### src/rtl/i2cmbe_pkg.sv
// Shared types and constants for the I2C master bit engine.
package i2cmbe_pkg;

  // Default width of the hold tick counter
  localparam int TICK_COUNT_WIDTH_DEF = 8;

  // Command operation codes
  localparam logic [2:0] OP_START = 3'd0;
  localparam logic [2:0] OP_STOP  = 3'd1;
  localparam logic [2:0] OP_WRITE = 3'd2;
  localparam logic [2:0] OP_WAIT  = 3'd3;
  localparam logic [2:0] OP_READ  = 3'd4;

  // Configuration register indexes
  localparam logic [1:0] CFG_LONG_HOLD   = 2'd0;
  localparam logic [1:0] CFG_BIT_HOLD    = 2'd1;
  localparam logic [1:0] CFG_SHORT_HOLD  = 2'd2;
  localparam logic [1:0] CFG_ACK_TIMEOUT = 2'd3;

  // Configuration reset values
  localparam logic [7:0] LONG_HOLD_RST   = 8'd4;
  localparam logic [7:0] BIT_HOLD_RST    = 8'd2;
  localparam logic [7:0] SHORT_HOLD_RST  = 8'd1;
  localparam logic [7:0] ACK_TIMEOUT_RST = 8'd250;

  typedef enum logic [3:0] {
    PH_IDLE,
    PH_ST_HIGH,
    PH_ST_LOW,
    PH_SP_LOW,
    PH_SP_HIGH,
    PH_WR_SETUP,
    PH_WR_HIGH,
    PH_WR_LOW,
    PH_WA_REL,
    PH_WA_POLL,
    PH_RD_LOW,
    PH_RD_HIGH,
    PH_AK_LOW,
    PH_AK_HIGH
  } phase_t;

  // One result item
  typedef struct packed {
    logic       scl_level;
    logic       sda_level;
    logic       sda_drive_enable;
    logic       busy_res;
    logic       done_res;
    logic [7:0] rx_byte;
    logic       no_ack;
  } res_t;

endpackage

### src/rtl/i2c_master_bit_engine.sv
// I2C master bit engine: per-tick command sequencer with skid-buffered result output.
//
// Usage:
//   Input channel (in_valid / in_stall): one item per timing tick, carrying
//   cmd_valid, op, tx_byte, send_ack and the sampled SDA level sda_in. A
//   command is taken only while the engine is idle; otherwise it is ignored.
//   Output channel (out_valid / out_stall): exactly one result item per input
//   item, with the SCL/SDA levels, SDA drive enable, busy, done pulse, the
//   last received byte and the last no-ack outcome.
//   Config channel (cfg_valid / cfg_ready / cfg_index / cfg_data): always
//   ready; write only while no item is in flight.
// Timing:
//   One item per clock sustained while in_stall is low. The state update for
//   an item is a single pass from the phase/counter registers into the result
//   register, which captures the result on acceptance (the skid slot if stalled).
//   The output has a one-entry skid stage: a stalled result does not stop the
//   next item; in_stall rises only when both output slots are full.
// Reset: rst (sync, active high) returns the engine to idle with SCL and SDA
//   high and driven, clears counters and flags, reloads register defaults
//   and empties the output slots.
module i2c_master_bit_engine
  import i2cmbe_pkg::*;
#(
  parameter int TICK_COUNT_WIDTH = TICK_COUNT_WIDTH_DEF
) (
  input  logic       clk,
  input  logic       rst,
  // input items
  input  logic       in_valid,
  output logic       in_stall,
  input  logic       cmd_valid,
  input  logic [2:0] op,
  input  logic [7:0] tx_byte,
  input  logic       send_ack,
  input  logic       sda_in,
  // result items
  output logic       out_valid,
  input  logic       out_stall,
  output logic       scl_level,
  output logic       sda_level,
  output logic       sda_drive_enable,
  output logic       busy_res,
  output logic       done_res,
  output logic [7:0] rx_byte,
  output logic       no_ack,
  // configuration writes
  input  logic       cfg_valid,
  output logic       cfg_ready,
  input  logic [1:0] cfg_index,
  input  logic [7:0] cfg_data
);

  localparam int HW   = TICK_COUNT_WIDTH;
  localparam int ExtW = (HW > 8) ? HW : 8;
  localparam logic [ExtW-1:0] HoldMax = ExtW'({HW{1'b1}});

  // Register value to hold count: zero counts as one tick, saturate at counter
  function automatic logic [HW-1:0] hold_of(input logic [7:0] ticks);
    logic [7:0]      tm1;
    logic [ExtW-1:0] ext;
    tm1 = (ticks == 8'd0) ? 8'd0 : ticks - 8'd1;
    ext = ExtW'(tm1);
    if (ext > HoldMax) begin
      ext = HoldMax;
    end
    return ext[HW-1:0];
  endfunction

  // Configuration registers
  logic [7:0] long_hold_ticks;
  logic [7:0] bit_hold_ticks;
  logic [7:0] short_hold_ticks;
  logic [7:0] ack_timeout_ticks;

  // Engine state
  phase_t          phase, phase_next;
  logic [HW-1:0]   hold_count, hold_count_next;
  logic [3:0]      bit_count, bit_count_next;
  logic [7:0]      shift_reg, shift_reg_next;
  logic [7:0]      poll_count, poll_count_next;
  logic            scl_reg, scl_reg_next;
  logic            sda_reg, sda_reg_next;
  logic            drive_reg, drive_reg_next;
  logic            ack_flag, ack_flag_next;
  logic            ack_choice, ack_choice_next;
  logic [7:0]      rx_reg, rx_reg_next;

  // Output slots
  res_t out_data;
  res_t skid_data;
  logic skid_valid;
  res_t res;

  logic [HW-1:0] long_hold, bit_hold, short_hold;
  logic          accept;
  logic          in_idle;
  logic          start_cmd;
  logic          adv;
  logic [3:0]    bit_inc;
  logic          poll_expired;
  logic          out_fire;

  assign cfg_ready = 1'b1;
  assign in_stall  = skid_valid;
  assign accept    = in_valid && !skid_valid;
  assign out_fire  = out_valid && !out_stall;

  assign long_hold  = hold_of(long_hold_ticks);
  assign bit_hold   = hold_of(bit_hold_ticks);
  assign short_hold = hold_of(short_hold_ticks);

  assign in_idle      = (phase == PH_IDLE);
  assign start_cmd    = accept && in_idle && cmd_valid && (op <= OP_READ);
  assign adv          = accept && !in_idle && (hold_count == '0);
  assign bit_inc      = bit_count + 4'd1;
  assign poll_expired = (poll_count >= ack_timeout_ticks);

  always_ff @(posedge clk) begin
    if (rst) begin
      long_hold_ticks   <= LONG_HOLD_RST;
      bit_hold_ticks    <= BIT_HOLD_RST;
      short_hold_ticks  <= SHORT_HOLD_RST;
      ack_timeout_ticks <= ACK_TIMEOUT_RST;
    end else if (cfg_valid && cfg_ready) begin
      case (cfg_index)
        CFG_LONG_HOLD:   long_hold_ticks   <= cfg_data;
        CFG_BIT_HOLD:    bit_hold_ticks    <= cfg_data;
        CFG_SHORT_HOLD:  short_hold_ticks  <= cfg_data;
        CFG_ACK_TIMEOUT: ack_timeout_ticks <= cfg_data;
        default: ;
      endcase
    end
  end

  // Next phase and hold counter
  always_comb begin
    phase_next      = phase;
    hold_count_next = hold_count;
    if (start_cmd) begin
      case (op)
        OP_START: begin phase_next = PH_ST_HIGH;  hold_count_next = long_hold;  end
        OP_STOP:  begin phase_next = PH_SP_LOW;   hold_count_next = long_hold;  end
        OP_WRITE: begin phase_next = PH_WR_SETUP; hold_count_next = bit_hold;   end
        OP_WAIT:  begin phase_next = PH_WA_REL;   hold_count_next = short_hold; end
        OP_READ:  begin phase_next = PH_RD_LOW;   hold_count_next = bit_hold;   end
        default: ;
      endcase
    end else if (accept && !in_idle && hold_count != '0) begin
      hold_count_next = hold_count - HW'(1);
    end else if (adv) begin
      case (phase)
        PH_ST_HIGH:  begin phase_next = PH_ST_LOW;  hold_count_next = long_hold; end
        PH_SP_LOW:   begin phase_next = PH_SP_HIGH; hold_count_next = long_hold; end
        PH_WR_SETUP: begin phase_next = PH_WR_HIGH; hold_count_next = bit_hold;  end
        PH_WR_HIGH:  begin phase_next = PH_WR_LOW;  hold_count_next = bit_hold;  end
        PH_WR_LOW: begin
          if (bit_inc[3]) begin
            phase_next      = PH_IDLE;
            hold_count_next = '0;
          end else begin
            phase_next      = PH_WR_SETUP;
            hold_count_next = bit_hold;
          end
        end
        PH_WA_REL: begin phase_next = PH_WA_POLL; hold_count_next = '0; end
        PH_WA_POLL: begin
          if (!sda_in) begin
            phase_next      = PH_IDLE;
            hold_count_next = '0;
          end else if (poll_expired) begin
            phase_next      = PH_SP_LOW;
            hold_count_next = long_hold;
          end
        end
        PH_RD_LOW: begin phase_next = PH_RD_HIGH; hold_count_next = short_hold; end
        PH_RD_HIGH: begin
          phase_next      = bit_inc[3] ? PH_AK_LOW : PH_RD_LOW;
          hold_count_next = bit_hold;
        end
        PH_AK_LOW: begin phase_next = PH_AK_HIGH; hold_count_next = bit_hold; end
        default: begin
          // stop/start tails, ack high, and any stray code finish here
          phase_next      = PH_IDLE;
          hold_count_next = '0;
        end
      endcase
    end
  end

  // Bus levels, shifter and flags
  always_comb begin
    scl_reg_next    = scl_reg;
    sda_reg_next    = sda_reg;
    drive_reg_next  = drive_reg;
    shift_reg_next  = shift_reg;
    bit_count_next  = bit_count;
    poll_count_next = poll_count;
    ack_flag_next   = ack_flag;
    ack_choice_next = ack_choice;
    rx_reg_next     = rx_reg;
    if (start_cmd) begin
      case (op)
        OP_START: begin
          drive_reg_next = 1'b1; sda_reg_next = 1'b1; scl_reg_next = 1'b1;
        end
        OP_STOP: begin
          drive_reg_next = 1'b1; sda_reg_next = 1'b0; scl_reg_next = 1'b0;
        end
        OP_WRITE: begin
          shift_reg_next = tx_byte;
          bit_count_next = 4'd0;
          drive_reg_next = 1'b1; scl_reg_next = 1'b0; sda_reg_next = tx_byte[7];
        end
        OP_WAIT: begin
          drive_reg_next = 1'b0; sda_reg_next = 1'b1;
        end
        OP_READ: begin
          ack_choice_next = send_ack;
          shift_reg_next  = 8'd0;
          bit_count_next  = 4'd0;
          drive_reg_next  = 1'b0; sda_reg_next = 1'b1; scl_reg_next = 1'b0;
        end
        default: ;
      endcase
    end else if (adv) begin
      case (phase)
        PH_ST_HIGH:  sda_reg_next = 1'b0;
        PH_ST_LOW:   scl_reg_next = 1'b0;
        PH_SP_LOW: begin scl_reg_next = 1'b1; sda_reg_next = 1'b1; end
        PH_WR_SETUP: scl_reg_next = 1'b1;
        PH_WR_HIGH:  scl_reg_next = 1'b0;
        PH_WR_LOW: begin
          shift_reg_next = {shift_reg[6:0], 1'b0};
          bit_count_next = bit_inc;
          if (!bit_inc[3]) begin
            drive_reg_next = 1'b1; scl_reg_next = 1'b0; sda_reg_next = shift_reg[6];
          end
        end
        PH_WA_REL: begin scl_reg_next = 1'b1; poll_count_next = 8'd0; end
        PH_WA_POLL: begin
          if (!sda_in) begin
            ack_flag_next = 1'b0;
            scl_reg_next  = 1'b0;
          end else if (poll_expired) begin
            // timed out: flag it and fall into a stop sequence
            ack_flag_next  = 1'b1;
            drive_reg_next = 1'b1; scl_reg_next = 1'b0; sda_reg_next = 1'b0;
          end else begin
            poll_count_next = poll_count + 8'd1;
          end
        end
        PH_RD_LOW: begin
          scl_reg_next   = 1'b1;
          shift_reg_next = {shift_reg[6:0], sda_in};
        end
        PH_RD_HIGH: begin
          bit_count_next = bit_inc;
          scl_reg_next   = 1'b0;
          if (bit_inc[3]) begin
            rx_reg_next    = shift_reg;
            drive_reg_next = 1'b1;
            sda_reg_next   = !ack_choice;
          end
        end
        PH_AK_LOW:  scl_reg_next = 1'b1;
        PH_AK_HIGH: scl_reg_next = 1'b0;
        default: ;
      endcase
    end
  end

  // Result for the item taken this cycle
  always_comb begin
    res.scl_level        = scl_reg_next;
    res.sda_level        = sda_reg_next;
    res.sda_drive_enable = drive_reg_next;
    res.busy_res         = (phase_next != PH_IDLE);
    res.done_res         = !in_idle && (phase_next == PH_IDLE);
    res.rx_byte          = rx_reg_next;
    res.no_ack           = ack_flag_next;
  end

  always_ff @(posedge clk) begin
    if (rst) begin
      phase      <= PH_IDLE;
      hold_count <= '0;
      bit_count  <= 4'd0;
      shift_reg  <= 8'd0;
      poll_count <= 8'd0;
      scl_reg    <= 1'b1;
      sda_reg    <= 1'b1;
      drive_reg  <= 1'b1;
      ack_flag   <= 1'b0;
      ack_choice <= 1'b0;
      rx_reg     <= 8'd0;
    end else if (accept) begin
      phase      <= phase_next;
      hold_count <= hold_count_next;
      bit_count  <= bit_count_next;
      shift_reg  <= shift_reg_next;
      poll_count <= poll_count_next;
      scl_reg    <= scl_reg_next;
      sda_reg    <= sda_reg_next;
      drive_reg  <= drive_reg_next;
      ack_flag   <= ack_flag_next;
      ack_choice <= ack_choice_next;
      rx_reg     <= rx_reg_next;
    end
  end

  // Output register plus one skid slot
  always_ff @(posedge clk) begin
    if (rst) begin
      out_valid  <= 1'b0;
      skid_valid <= 1'b0;
    end else if (skid_valid) begin
      if (out_fire) begin
        out_data   <= skid_data;
        skid_valid <= 1'b0;
      end
    end else if (accept) begin
      if (out_valid && out_stall) begin
        skid_data  <= res;
        skid_valid <= 1'b1;
      end else begin
        out_data  <= res;
        out_valid <= 1'b1;
      end
    end else if (out_fire) begin
      out_valid <= 1'b0;
    end
  end

  assign scl_level        = out_data.scl_level;
  assign sda_level        = out_data.sda_level;
  assign sda_drive_enable = out_data.sda_drive_enable;
  assign busy_res         = out_data.busy_res;
  assign done_res         = out_data.done_res;
  assign rx_byte          = out_data.rx_byte;
  assign no_ack           = out_data.no_ack;

`ifndef SYNTHESIS
  a_skid_needs_out: assert property (@(posedge clk) disable iff (rst)
    skid_valid |-> out_valid)
    else $error("skid slot full while output slot empty");

  a_idle_no_hold: assert property (@(posedge clk) disable iff (rst)
    (phase == PH_IDLE) |-> (hold_count == '0))
    else $error("hold count left running in idle");

  a_done_not_busy: assert property (@(posedge clk) disable iff (rst)
    (out_valid && done_res) |-> !busy_res)
    else $error("done result still marked busy");

  a_stalled_take_to_skid: assert property (@(posedge clk) disable iff (rst)
    (accept && out_valid && out_stall) |=> skid_valid)
    else $error("item taken under output stall was not parked");
`endif

endmodule

### config.mk
export PLATFORM = sky130hd
export DESIGN_NAME = i2c_master_bit_engine
export DESIGN_NICKNAME = d
export VERILOG_FILES = /design/src/rtl/i2cmbe_pkg.sv /design/src/rtl/i2c_master_bit_engine.sv
export SDC_FILE = /design/constraint.sdc
export NUM_CORES = 1
export LEC_CHECK = 0
export BUFFER_PORTS_ARGS = -buffer_cell sky130_fd_sc_hd__buf_2
export CAP_MARGIN = 0
export CORE_MARGIN = 3
export CORE_UTILIZATION = 60
export CTS_CLUSTER_SIZE = 14
export DETAILED_ROUTE_END_ITERATION = 7
export PLACE_DENSITY_LB_ADDON = 0.05
export SLEW_MARGIN = 5
export SYNTH_ARGS = -nofsm -noshare
export SYNTH_HDL_FRONTEND = slang
export SYNTH_SLANG_ARGS = --single-unit
export TNS_END_PERCENT = 30
### constraint.sdc
create_clock -name clk -period 8.1 [get_ports clk]
set_input_delay 1.215 -clock clk [delete_from_list [all_inputs] [get_ports clk]]
set_output_delay 1.215 -clock clk [all_outputs]
set_load 0.1 [all_outputs]
==> metrics.md <==
| Metric | Value |
|---|---|
| Run status | completed |
| Share of cells above drive strength 1 | 14.40% |
| Later-pin clock latency in the skew report | 0.38 ns |
| Pwr Total | 1.169 mW |
| Max cap viols | 0 |
| CP most frequent cell | a2111oi_0 |
| Core area | 0.009819 mm^2 |
| Worst EP required | 8.37 ns |
| Antenna viol nets, final | 0 |
| Worst min path class | flop to flop |
| Number of flops mapped to enable cells by yosys | 28 |
| Initial drt markers | 481 |
| Peak VDD IR | 0.0001015 V |
| Via count | 5280 |
| Hold Path Cell Cnt | 2 |
| CTS HTree Levels | 3 |
| Final nets | 770 |
| CTS tree | yes |
| Slew Limit Headroom | 19.11% |
| Fin cells | 862 |
| CP Capture Type | flop |
| Ys flop type | dfxtp_1 |
| R2r worst-path depth | 8 |
| CP Depth | 8 |
| Final setup viols | 0 |
| CP peak stage delay | 0.92 ns |
| Avg Vias per Cell | 6.125 |
| CP max FO | 16 |
| Synthesized area | 0.006077 mm^2 |
| Top Ports | 46 |
| Critical path class | flop to flop |
| Most frequent cells in the layout | 94 x nor2_1, 79 x dfxtp_1, 63 x nand2_1 |
| Worst path arrival time | 3.73 ns |
| Initial antenna violation count | 0 |
| Vias in the first global route | 5024 |
| Slowest-stage cell, CP | a2111oi_0 |
| Sequential share of the synthesized area | 39.86% |
| Layout area overhead | 8.050% |
| Synth Area per Inst | 8.620 um^2 |
| Post-DP HPWL | 10.66 mm |
| Asr flop ratio synth | 0% |
| Final period util | 42.83% |
| CP startpoint kind | flop |
| First-pass GRT wire length | 24.52 mm |
| Placed Cells | 846 |
| Most common cell after layout, fill and taps aside | nor2_1 |
| Largest net degree at the start of global routing | 54 |
| RSZ-0062 raised after global routing | false |
| Diodes inserted | 0 |
| Post-synthesis cell count | 705 |
| 1st-pass router iterations | 5 |
| Placed cell area | 0.006339 mm^2 |
| Setup TNS | 0 ns |
| Syn nets | 751 |
| CTS resizes | 0 |
| Tmin final | 3.469 ns |
| Postcts setup bufs | 0 |
| Biggest register | skid_data |
| FILL cells | 818 |
| FMAX | 288.3 MHz |
| Port bufs | 44 |
| CTS Hold Bufs | 0 |
| RD Place Congestion | 0.9124 |
| Core Rows | 36 |
| Clk buf depth | 2 |
| Hold_ws | 0.4674 ns |
| Die Height | 106.6 um |
| Worst-path clk slew | 0.10 ns |
| Die ar. | 0.01137 mm^2 |
| Clk_skew | 0.008737 ns |
| Total grt overflow | 0 |
| Mux share of post-synthesis cell area | 7.680% |
| Compound-Gate Fraction of Synth Area | 17.69% |
| CP top delay family | compound AO/OA/AOI/OAI gates |
| Worst-margin pin slew | 1.207 ns |
| Final hold vios | 0 |
| CTS root buffer | clkbuf_8 |
| Clk sinks | 107 |
| DR WL/cell | 17.16 um |
| Initial core utilization | 61.89% |
| Yosys cell types | 72 |
| Synth warn | 0 |
| Main combinational cell family by area after synthesis | simple AND/OR/NAND/NOR gates |
| Design area | 0.006566 mm^2 |
| Max-slew violations | 0 |
| Post-Synth Simple-Gate Area | 23.82% |
| Area share of fa/ha/maj cells after synthesis | 3.500% |
| PwrDens | 178.1 mW/mm^2 |
| Crit-path cells | inv_1 > ha_1 > nand2b_1 > a2111oi_0 > o311ai_0 > a21oi_1 > a211oi_1 > a2111oi_0 |
| Number of buffers created by CTS | 9 |
| Seq cells post-synth | 107 |
| Detailed Route WL | 14.79 mm |
| Die width | 106.6 um |
| Synth Area in XOR/XNOR | 3.171% |
| Buffer and inverter count on the worst path | 1 |
| GRT Overall Usage | 26.64% |
| Final routed DRC violation total | 0 |
| LEAKAGE | 2.434 nW |
| Largest register FFs | 14 |
-- power by group --
group          switching, mW  leakage [nW]  internal [mW]
Sequential            0.0224         0.917          0.565
Combinational          0.139          1.40         0.0686
Clock                  0.189         0.114          0.185
Total                  0.350          2.43          0.819
-- area by class of cell --
cell class	count	area [um^2]	area share, %
well taps	133	166.4	2.534
clock buffers	11	141.4	2.153
repair buffers	48	250.2	3.811
clock inverters	5	86.33	1.315
flip-flops and latches	107	2422	36.89
inverters	24	90.09	1.372
multi-input cells	534	3410	51.92
-- worst paths after layout --
kind | slack (ns) | startpoint | endpoint
setup / recovery | 4.63 | poll_count[0] | hold_count[0]
hold / removal | 0.47 | ack_timeout_ticks[2] | ack_timeout_ticks[2]
setup reg to reg | 4.63 | poll_count[0] | hold_count[0]
hold reg to reg | 0.47 | ack_timeout_ticks[2] | ack_timeout_ticks[2]
-- cells by family after synthesis --
family | Yosys count
simple gates | 286
mux | 44
buf+inv | 64
compound gates | 164
xor+xnor | 22
fa+ha+maj | 17
flops | 107
other cells | 1
-- metrics by stage --
stage | setup slack (ns) | util (%)
2_1_floorplan | 4.848 | -
4_1_cts | 4.683 | 66.87
3_5_place_dp | 4.366 | 64.55
5_1_grt | 4.152 | 66.87
6_report | 4.631 | 66.87
3_3_place_gp | 4.449 | 64.55
-- synthesized netlist by cell type (5+ instances only) --
master | instances | area share [%]
a211o_1 | 5 | 0.72
a211oi_1 | 5 | 0.62
a21oi_1 | 50 | 4.1
a311oi_1 | 7 | 1.0
and2_1 | 5 | 0.51
and3_1 | 5 | 0.51
clkbuf_1 | 32 | 2.0
dfxtp_1 | 79 | 26
edfxtp_1 | 28 | 14
ha_1 | 17 | 3.5
inv_1 | 24 | 1.5
mux2_2 | 21 | 3.9
mux2i_1 | 23 | 3.8
nand2_1 | 63 | 3.9
nand2b_1 | 11 | 1.1
nand3_1 | 15 | 1.2
nor2_1 | 94 | 5.8
nor2b_1 | 15 | 1.5
nor3_1 | 23 | 1.9
nor3b_1 | 7 | 0.86
nor4_1 | 8 | 0.82
o21a_1 | 7 | 0.86
o21ai_0 | 38 | 3.1
o22ai_1 | 8 | 0.82
o31ai_1 | 7 | 0.86
or3_1 | 6 | 0.62
or4_1 | 5 | 0.62
xnor2_1 | 15 | 2.2
xor2_1 | 7 | 1.0
-- worst reg2reg max path: stages, from the launching register on --
cell	delay [ns]
dfxtp_1	0.39
inv_1	0.08
ha_1	0.26
nand2b_1	0.14
a2111oi_0	0.92
o311ai_0	0.25
a21oi_1	0.86
a211oi_1	0.09
a2111oi_0	0.37
-- layer usage --
layer  GRT usage [%]  routed length [um]  up-vias
met4           10.23                 263        0
li1                -                   -     2573
met1           35.31                6721     2486
met2           44.42                7025      198
met3           3.552                 781       23
met5               0                   0        -
No activity file was read; power rests on OpenSTA's default activity.
